[config.mk]
export PLATFORM = sky130hd
export DESIGN_NAME = rcp_alu
export DESIGN_NICKNAME = d
export VERILOG_FILES = /design/src/rtl/rcp_pkg.sv /design/src/rtl/rcp_alu.sv
export SDC_FILE = /design/constraint.sdc
export NUM_CORES = 1
export LEC_CHECK = 0
export ABC_CLOCK_PERIOD_IN_PS = 4800
export BUFFER_PORTS_ARGS = -buffer_cell sky130_fd_sc_hd__buf_2
export CAP_MARGIN = 30
export CORE_MARGIN = 4
export CORE_UTILIZATION = 35
export DETAILED_ROUTE_END_ITERATION = 6
export PLACE_DENSITY = 0.65
export SKIP_LAST_GASP = 1
export SLEW_MARGIN = 30
export SYNTH_ARGS = -nofsm -noshare
export SYNTH_HDL_FRONTEND = slang
export SYNTH_SLANG_ARGS = --single-unit
[constraint.sdc]
create_clock -name vclk -period 4.8
set_input_delay 0.48 -clock vclk [all_inputs]
set_output_delay 0.48 -clock vclk [all_outputs]
set_load 0.005 [all_outputs]
[src/rtl/rcp_pkg.sv]
`timescale 1ns / 1ps
`default_nettype none

package rcp_pkg;

  // Field and storage widths
  localparam int CYC_W      = 64;
  localparam int CNT_W      = 32;
  localparam int DEPTH_W    = 16;
  localparam int OP_W       = 3;
  localparam int FREG_W     = 6;
  localparam int CFG_IDX_W  = 2;
  localparam int CFG_DATA_W = 8;

  // Nesting depths that open and close a pair interval
  localparam logic [DEPTH_W-1:0] DEPTH_PAIR_CLOSE = 16'd3;
  localparam logic [DEPTH_W-1:0] DEPTH_PAIR_OPEN  = 16'd2;

  // Configuration register indexes
  localparam logic [CFG_IDX_W-1:0] CFG_PAIR_MODE  = 2'd0;
  localparam logic [CFG_IDX_W-1:0] CFG_RUN_REGION = 2'd1;

  typedef enum logic [OP_W-1:0] {
    OP_START    = 3'd0,
    OP_START_NC = 3'd1,
    OP_STOP     = 3'd2,
    OP_GET      = 3'd3,
    OP_GET_PAIR = 3'd4,
    OP_CLEAR    = 3'd5
  } op_t;

  typedef enum logic [3:0] {
    ST_CLEAR,
    ST_IDLE,
    ST_READ,
    ST_ELAPSED,
    ST_CYCLES,
    ST_CALLS,
    ST_PAIR_DIFF,
    ST_PAIR_CYCLES,
    ST_PAIR_CALLS,
    ST_FINISH
  } state_t;

  // One row of a counter table: call count and cycle total
  typedef struct packed {
    logic [CNT_W-1:0] calls;
    logic [CYC_W-1:0] cycles;
  } row_t;

endpackage

`default_nettype wire

[src/rtl/rcp_alu.sv]
`timescale 1ns / 1ps
`default_nettype none

module rcp_alu
  import rcp_pkg::*;
(
  input  logic [CYC_W-1:0] a,
  input  logic [CYC_W-1:0] b,
  input  logic             sub,
  output logic [CYC_W-1:0] y
);

  // Add or subtract with wrap; subtract as a plus inverted b plus one
  assign y = a + (sub ? ~b : b) + {{(CYC_W-1){1'b0}}, sub};

endmodule

`default_nettype wire

# [Word-level counts from Yosys, hierarchy flattened]
# Index checks and enable logic that the tools add are counted.
[totals] ff_bits=0 inputBits=129 out_inout_bits=64 elab_cells=4
[classes] add_sub_neg=2 muxes=1 bitwise_logic=1
[ops] cell="$add 64x1->64" count=1
[ops] cell="$add 64x64->64" count=1
[ops] cell="$mux 64" count=1
[ops] cell="$not 64->64" count=1

# [Logic depth before layout (Yosys ltp)]
# Gate-level depths: netlist of the first run.
[logic_depth] ltp_word=4 depth_mapped=15 ltp_nobuf=13

# [Least setup slack after synthesis of the first run]
# OpenSTA, ideal clock, no wires.
[synth_path] path_kind="input-to-output" start="input port sub" end="output port y[49]" t_arrival_ps=3604 t_required_ps=4320 path_slack_ps=716 cell_stages=14 n_path_buf=2 path_cell_list="buf_4 -> buf_1 -> xor2_1 -> ha_1 -> and3_1 -> a221o_1 -> a21oi_1 -> a2111oi_2 -> o41a_2 -> o21ai_2 -> o31ai_1 -> and3_1 -> a21boi_1 -> xnor2_1"
[synth_via] elab_chain_len=3
[synth_lines] item="from (decl)" line_no="rcp_alu.sv:9" rtl="input logic sub,"
[synth_lines] item="$mux 64" line_no="rcp_alu.sv:14" rtl="assign y = a + (sub ? ~b : b) + {{(CYC_W-1){1'b0}}, sub};"
[synth_lines] item="$add 64x64->64" line_no="rcp_alu.sv:14"
[synth_lines] item="$add 64x1->64 *" line_no="rcp_alu.sv:14"
[synth_lines] item="to (decl)" line_no="rcp_alu.sv:10" rtl="output logic [CYC_W-1:0] y"
# Mark *: on every way between the ends. The rest lies on a longest branch, timed or not.

# [Worst setup path after layout of the first run]
[layout_path] start="input port sub" end="output port y[62]"
# The elaborated chain is that of the path after synthesis.

==> results.md, run 1 <==
* Post-CTS Repair Setup Buffers at 0
* Worst rel slew slack at 50.0%
* Die area at 0.0139 mm2
* Post-Synth Adder-Cell Area at 20.6%
* Top delay family on crit path: compound AO/OA/AOI/OAI gates
* Post-synthesis sequential area ratio at 0%
* Worst Path Arrival at 3.95 ns
* Port bufs at 193
* Critical path startpoint: sub
* Mapped Cells at 594
* Status: finished clean
* Layout Nets at 961
* Slew Viols, Final at 0
* Max VDD drop at 81.6 uV
* CP bufs+invs at 4
* Vias at 4806
* FMAX at 0.226 GHz
* Die Span Y at 118 um
* Leak at 2.79 nW
* Clkbuf count at 0
* Compound-Gate Fraction of Synth Area at 32.0%
* GPL Wtd Cong at 0.888
* FF+latch count at 0
* Unique masters post-synth at 54
* Max Cap Violations at 0
* Pwr Density at 209 mW/mm2
* Hold_buf cts at 0
* First-pass GRT wire length at 21800 um
* Reg area at 0 um2
* Worst Setup EP: y[62]
* Critical-path cell list: buf_4 -> buf_4 -> xor2_1 -> ha_1 -> a21oi_1 -> o21ai_1 -> a221oi_1 -> inv_2 -> nor4_1 -> o21ai_1 -> o211ai_1 -> o211ai_1 -> a21oi_1 -> xnor2_1 -> buf_2
* Post-CTS Resized at 0
* Final setup vio count at 0
* IO Pins at 193
* Vias in the first global route at 4572
* HPWL Detailed at 11700 um
* Initial core utilization at 36.3%
* Actual slew at the worst max-slew pin at 0.740 ns
* Worst hold start: a[0]
* Vias/cell at 5.31
* Crit path largest cell delay at 0.53 ns
* Total GRT Usage at 17.9%
* Type of the worst setup path: in2out
* Mapped Area at 0.00422 mm2
* Largest family of logic cells by synthesized area: compound AO/OA/AOI/OAI gates
* Layout area overhead at 25.2%
* Post-Route WL at 13300 um
* CP required at 4.32 ns
* Hold crit path type: in2out
* Cell count along the critical path at 15
* Synth warn at 0
* Critical path's slowest cell: a221oi_1
* Post-synth top area cell: ha_1
* Largest net degree at the start of global routing at 24
* CP Capture Type: primary output
* DRC at 0
* Initial antenna violation count at 1
* Share of layout cells above drive strength 1 at 26.7%
* Synth top area cells: ha_1, xor2_1, xnor2_1, a21o_1, a21oi_1
* Starting DRC count in detailed routing at 320
* WL/cell at 14.7 um
* Crit Path Max Fanout at 17
* Row cnt at 39
* Yosys top cell area share at 20.2%
* Part of the cycle the worst path needs at 92.3%
* Die Wd at 118 um
* Post-Synth Simple-Gate Area at 15.7%
* Synth Area in XOR/XNOR at 26.1%
* Crit path time final at 4.43 ns
* Average size of a mapped cell at 7.10 um2
* Pwr Total at 1.10 mW
* Total grt overflow at 0
* Net Count, Synth at 792
* Fin. Hold Viols at 0
* TNS Setup at 0 ns
* Unrepaired setup endpoints after global routing: false
* CORE AREA at 0.0116 mm2
* Startpoint type of the worst setup path: input pin
* DR pass1 iterations at 5
* Post-route ant nets at 0
* Multiplexer share of the synthesized area at 0.712%
layout make-up:
class / instances / area (um2)
fillers: 1247 / 6330
multi-input cells: 541 / 4020
repair buffers: 197 / 998
well taps: 143 / 179
inverters: 23 / 86.3
diodes: 1 / 2.50
worst min-delay path: cells and delay by family:
kind	cells	cell delay (ns)
xor gates and xnor gates	1	0.06
buffers and inverters	2	0.22
metrics by stage:
stage,instances,hold slack (ns),cell area [um2],utilization (%),setup WS [ns]
after floorplan,594,1.01,4220,-,0.716
after global placement,904,1.25,5280,45.5,0.423
after detailed placement,904,1.24,5280,45.5,0.386
after CTS,904,1.24,5280,45.5,0.374
after global routing,905,1.27,5280,45.5,0.0179
final,905,1.24,5280,45.5,0.370
kinds of logic (layout without fill, tap and decap cells):
logic type / after synthesis / after routing
AOI/OAI and AO/OA: 208 / 208
adders and majority gates: 69 / 69
and+or+nand+nor: 135 / 135
other: 0 / 1
muxes: 3 / 3
xor gates and xnor gates: 126 / 126
buffers and inverters: 53 / 220
cell usage after synthesis (all sizes together):
cell type	instances
a2111oi	5
a211o	2
a211oi	2
a21boi	3
a21o	46
a21oi	66
a221o	1
a221oi	3
a311oi	1
a31oi	3
and2	3
and3	6
buf	7
clkbuf	23
fa	1
ha	68
inv	23
mux2i	3
nand2	41
nand2b	4
nand3	3
nand4	27
nand4b	1
nor2	31
nor2b	7
nor3	6
nor4	1
o2111ai	1
o211a	1
o211ai	6
o21a	8
o21ai	39
o21bai	9
o221ai	2
o311a	1
o31a	1
o31ai	3
o32ai	1
o41a	2
o41ai	2
or2	1
or3	3
or4b	1
xnor2	40
xor2	86
placed cells by master (no fill, tap or decap), types with 5 or more instances in the layout:
master / n
o21ai_1: 22
o21ai_0: 16
buf_4: 5
a21oi_1: 66
o21a_1: 8
inv_1: 22
nand4_1: 27
xnor2_1: 40
o211ai_1: 5
a21o_1: 46
and3_1: 5
nand2_1: 41
xor2_1: 86
nor2_1: 31
ha_1: 68
nor2b_1: 7
buf_2: 192
nor3_1: 6
o21bai_1: 9
routing by layer:
metal  wire (um)  vias to the layer above  GRT usage, %
met1        6300                     2149          25.3
met4          89                        0          1.54
li1            -                     2502             -
met2        6010                      149          29.9
met5           0                        -             0
met3         912                        6          2.84
worst min-delay path by stage:
stage | to | slack, ns | cells past startpoint
after floorplan | y[0] | 1.01 | 1
after global placement | y[0] | 1.25 | 3
after detailed placement | y[0] | 1.24 | 3
after CTS | y[0] | 1.24 | 3
after global routing | y[0] | 1.27 | 3
final | y[0] | 1.24 | 3
power breakdown:
part           leakage, nW    total [mW]  switching [mW]  internal (mW)
registers                0             0               0              0
logic                 2.79          1.10           0.600          0.503
clock network   0.00000634  0.0000000279               0   0.0000000279
(Power assumes the default switching activity.)
==> run 2: changes to the inputs <==
- BUFFER_PORTS_ARGS: -buffer_cell sky130_fd_sc_hd__buf_2 -> -buffer_cell sky130_fd_sc_hd__buf_4
- CORE_ASPECT_RATIO: not set -> 1.2
- CORE_MARGIN: 4 -> 3
==> run 2 against run 1 <==
Via count increased by 2.6%. First-iteration DRC count decreased by 40%. Non-clock buffer count grew 1. Core utilization grew 4.1 points. Global-route usage is 2.2 points higher. Worst setup slack improved by 0.020 ns. Sequential share of layout area stayed put. Worst hold slack got worse by 0.0067 ns. Power grew 13%. Critical path depth is the same. Critical path type unchanged. Largest cell class unchanged. Largest power group unchanged.
==> results.md, run 2 (synthesized netlist as in run 1, its figures left out) <==
* Die Wd at 106 um (-9.8%)
* Reg area at 0 um2 (unchanged)
* Post-CTS Resized at 0 (unchanged)
* Port bufs at 193 (unchanged)
* First-pass GRT wire length at 23100 um (+6.1%)
* Crit path largest cell delay at 0.37 ns (-0.16 ns)
* Total GRT Usage at 20.2% (+2.2 points)
* Vias at 4933 (+2.6%)
* Status: finished clean
* Internal power at 0.629 mW (+25%)
* Worst Path Arrival at 3.93 ns (-0.02 ns)
* Largest net degree at the start of global routing at 22 (-8.3%)
* Part of the cycle the worst path needs at 91.9% (-0.42 points)
* Vias/cell at 5.37 (+1.1%)
* CP bufs+invs at 4 (unchanged)
* Die Span Y at 126 um (+7.2%)
* HPWL Detailed at 12600 um (+8.4%)
* DRC at 0 (unchanged)
* Clkbuf count at 0 (unchanged)
* CORE AREA at 0.0117 mm2 (+0.53%)
* WL/cell at 15.7 um (+6.7%)
* Commonest non-fill, non-tap cell in the layout: buf_4
* Die area at 0.0134 mm2 (-3.3%)
* Actual slew at the worst max-slew pin at 0.720 ns (-0.0199 ns)
* Crit path time final at 4.41 ns (-0.0200 ns)
* Clock Power Share at 0% (unchanged)
* Share of layout cells above drive strength 1 at 26.9% (+0.23 points)
* Startpoint type of the worst setup path: input pin
* Post-route ant nets at 0 (unchanged)
* Layout area overhead at 37.3%
* Critical-path cell list: buf_4 -> buf_4 -> xor2_1 -> ha_1 -> a21oi_1 -> o21ai_1 -> a221oi_2 -> inv_2 -> nor4_1 -> o21ai_1 -> o211ai_1 -> o211ai_1 -> a21oi_1 -> xnor2_1 -> buf_4
* FF+latch count at 0 (unchanged)
* FMAX at 0.227 GHz (+0.45%)
* Worst hold start: a[0]
* Hold_buf cts at 0 (unchanged)
* WHS Path Cells at 3 (unchanged)
* Fin. Hold Viols at 0 (unchanged)
* DR pass1 iterations at 4 (-1)
* Critical path's slowest cell: a221oi_2
* Final setup vio count at 0 (unchanged)
* Crit Path Max Fanout at 21 (+4)
* P_sw at 0.621 mW (+3.6%)
* Initial antenna violation count at 0 (-1)
* Gate power share at 100.0% (about the same)
* Hold crit path type: in2out
* Cell count along the critical path at 15 (unchanged)
* Starting DRC count in detailed routing at 192 (-40%)
* CP required at 4.32 ns (about the same)
* Post-CTS Repair Setup Buffers at 0 (unchanged)
* CP Capture Type: primary output
* Diode count at 0 (-1)
* Initial core utilization at 36.1% (-0.19 points)
* Most frequent cells in the layout: buf_4, xor2_1, ha_1
* Pwr Density at 216 mW/mm2 (+3.4%)
* Leak at 2.96 nW (+6.2%)
* Flop pwr share at 0% (unchanged)
* Min setup slack post-route at 0.390 ns (+0.0200 ns)
* Switching Fraction at 49.7% (-4.7 points)
* Vias in the first global route at 4966 (+8.6%)
* Top delay family on crit path: compound AO/OA/AOI/OAI gates
* Slew Viols, Final at 0 (unchanged)
* IO Pins at 193 (unchanged)
* Row cnt at 43 (+10%)
* Post-Route WL at 14400 um (+8.3%)
* DP Worst Slack at 0.283 ns (-0.103 ns)
* Max Cap Violations at 0 (unchanged)
* Unrepaired setup endpoints after global routing: false
* Worst Hold End: y[0]
* Most used cell, CP: buf_4
* Layout Nets at 962 (+0.10%)
* Max VDD drop at 128 uV (+57%)
* GPL Wtd Cong at 0.923 (+4.0%)
* Type of the worst setup path: in2out
* Worst rel slew slack at 51.6% (+1.6 points)
* TNS Setup at 0 ns (unchanged)
* Total grt overflow at 0 (unchanged)
run 2: power groups by stage:
stage	clock, mW	sequential [mW]	combinational, mW
final	0	0	1.25
after global routing	0	0	1.38
after CTS	0	0	1.26
after detailed placement	0	0	1.25
after global placement	0	0	1.25
after floorplan	0	0	0.715
run 2: how the worst max path moves through the flow:
stage	end	slack, ns	from
6_report	y[62]	0.39	sub
5_1_grt	y[60]	0.01	sub
4_1_cts	y[62]	0.26	sub
3_5_place_dp	y[62]	0.28	sub
3_3_place_gp	y[62]	0.38	sub
2_1_floorplan	y[49]	0.72	sub
run 2: area by class of cell:
class	count	area [um2]
Inverter	23	86.3
Timing Repair Buffer	198	1490
Fill cell	1199	5880
Tap cell	157	196
Multi-Input combinational cell	541	4020
run 2: per-stage QoR:
step           std cells  utilization [%]  instance area (um2)  power (mW)  hold slack (ns)
6_report             919             49.6                 5790        1.25             1.23
5_1_grt              919             49.6                 5790        1.38             1.24
3_3_place_gp         919             49.6                 5790        1.25             1.23
4_1_cts              919             49.6                 5790        1.26             1.23
2_1_floorplan        594                -                 4220       0.715             1.01
3_5_place_dp         919             49.6                 5790        1.25             1.23
run 2: layer usage:
layer	share of wire (%)	global-route usage [%]	wire length [um]
met1	41	23.9	5960
met3	6.5	3.05	936
met5	0	0	0
met2	51	38.6	7300
met4	1.6	2.97	227
==> run 3: changes to the inputs <==
- ABC_CLOCK_PERIOD_IN_PS: 4800 -> 4500
- clock period: 4.8 -> 4.5 ns (I/O delays scaled with it)
==> run 3 against run 2 <==
Final cell count up 0.76%. Critical path depth unchanged. Power up 8.2%.
==> results.md, run 3 (synthesized netlist as in run 1, its figures left out) <==
* Status: finished clean
* DR pass1 iterations at 4 (unchanged)
* CP Capture Type: primary output
* CORE AREA at 0.0117 mm2 (unchanged)
* GPL Wtd Cong at 0.969 (+4.9%)
* Type of the worst setup path: in2out
* Port bufs at 193 (unchanged)
* Pwr Density at 230 mW/mm2 (+6.4%)
* Final setup vio count at 0 (unchanged)
* WHS Path Cells at 3 (unchanged)
* Most used cell, CP: buf_4
* Pwr Total at 1.35 mW (+8.2%)
* Top delay family on crit path: compound AO/OA/AOI/OAI gates
* Utilization after layout at 50.4% (+0.81 points)
* Cell count along the critical path at 15 (unchanged)
* Reg area at 0 um2 (unchanged)
* Vias/cell at 5.30 (-1.3%)
* Commonest non-fill, non-tap cell in the layout: buf_4
* DRC at 0 (unchanged)
* Fin. Hold Viols at 0 (unchanged)
* DP Worst Slack at 0.0898 ns (-0.193 ns)
* Area after DPL at 0.00585 mm2 (+1.1%)
* Crit path largest cell delay at 0.45 ns (+0.08 ns)
* CP bufs+invs at 3 (-1)
* Layout area overhead at 39.5%
* Total GRT Usage at 20.2% (+0.053 points)
* Total grt overflow at 0 (unchanged)
* TNS Setup at 0 ns (unchanged)
* Placed cells at 926 (+0.76%)
* Min setup slack post-route at 0.209 ns (-0.181 ns)
* Vias in the first global route at 4973 (+0.14%)
* Final Instance Count excl. Fillers at 926 (+0.76%)
* IO Pins at 193 (unchanged)
* Unrepaired setup endpoints after global routing: false
* Design Area, Final at 0.00589 mm2 (+1.6%)
* Slew Viols, Final at 0 (unchanged)
* Initial antenna violation count at 0 (unchanged)
* Post-CTS Repair Setup Buffers at 0 (unchanged)
* Diode count at 0 (unchanged)
* Part of the cycle the worst path needs at 95.3%
* Startpoint type of the worst setup path: input pin
* FF+latch count at 0 (unchanged)
* Crit path time final at 4.29 ns
* Most frequent cells in the layout: buf_4, xor2_1, ha_1
* Die Wd at 106 um (unchanged)
* Actual slew at the worst max-slew pin at 0.673 ns (-0.0471 ns)
* Vias at 4906 (-0.55%)
* Post-Route WL at 14500 um (+0.77%)
* Hold slack at 1.17 ns (-0.0600 ns)
* Max VDD drop at 115 uV (-10%)
* Die Span Y at 126 um (unchanged)
* Critical-path cell list: buf_4 -> buf_4 -> xor2_1 -> ha_1 -> and3_1 -> a221o_1 -> a21oi_2 -> a2111oi_4 -> o41a_2 -> o21ai_2 -> o31ai_2 -> and3_1 -> nor3_1 -> nand4b_1 -> buf_4
* Post-route ant nets at 0 (unchanged)
* First-pass GRT wire length at 23100 um (about the same)
* Layout Nets at 969 (+0.73%)
* HPWL Detailed at 12700 um (+0.20%)
* WL/cell at 15.7 um (about the same)
* Hold crit path type: in2out
* FMAX at 0.233 GHz
* Largest net degree at the start of global routing at 21 (-4.5%)
* Crit Path Max Fanout at 14 (-33%)
* Die area at 0.0134 mm2 (unchanged)
* Max Cap Violations at 0 (unchanged)
* # fillers at 1184 (-1.3%)
* Worst rel slew slack at 54.7% (+3.2 points)
* Leak at 3.00 nW (+1.4%)
* CP required at 4.05 ns (-0.27 ns)
* Clkbuf count at 0 (unchanged)
* Critical path's slowest cell: o41a_2
* Row cnt at 43 (unchanged)
* Initial core utilization at 36.1% (unchanged)
* Starting DRC count in detailed routing at 140 (-27%)
* Share of layout cells above drive strength 1 at 28.1% (+1.2 points)
* Worst Path Arrival at 3.84 ns (-0.09 ns)
[run 3: routing by layer]
metal  up-vias  part of all wire, %  track usage [%]  wire length (um)
met2       160                   51             38.8              7380
li1       2500                    -                -                 -
met1      2239                   42             24.7              6110
met4         0                 0.87             1.75               127
met3         7                  6.3             2.75               911
met5         -                    0                0                 0
[run 3: final cells by class]
cell class                      count  area, um2  area share [%]
Multi-Input combinational cell    541       4050            68.8
Timing Repair Buffer              205       1550            26.3
Tap cell                          157        196            3.34
Inverter                           23       86.3            1.47
[run 3: report_power, final]
part	total (mW)	internal, mW	switching [mW]
Clock	0	0	0
Sequential	0	0	0
Combinational	1.35	0.680	0.673
Total	1.35	0.680	0.673
[run 3: worst min-delay path, cell delays in order]
cell and delay (ns):
buf_4 0.09, xor2_1 0.06, buf_4 0.13
[run 3: worst paths after layout]
path              startpoint    end  slack, ns
setup / recovery         sub  y[61]       0.21
hold / removal          a[0]   y[0]       1.17
[run 3: repair_timing]
action	in CTS	in global routing
gates resized for setup	0	6
endpoints found under the setup margin	0	10
hold buffers	0	0
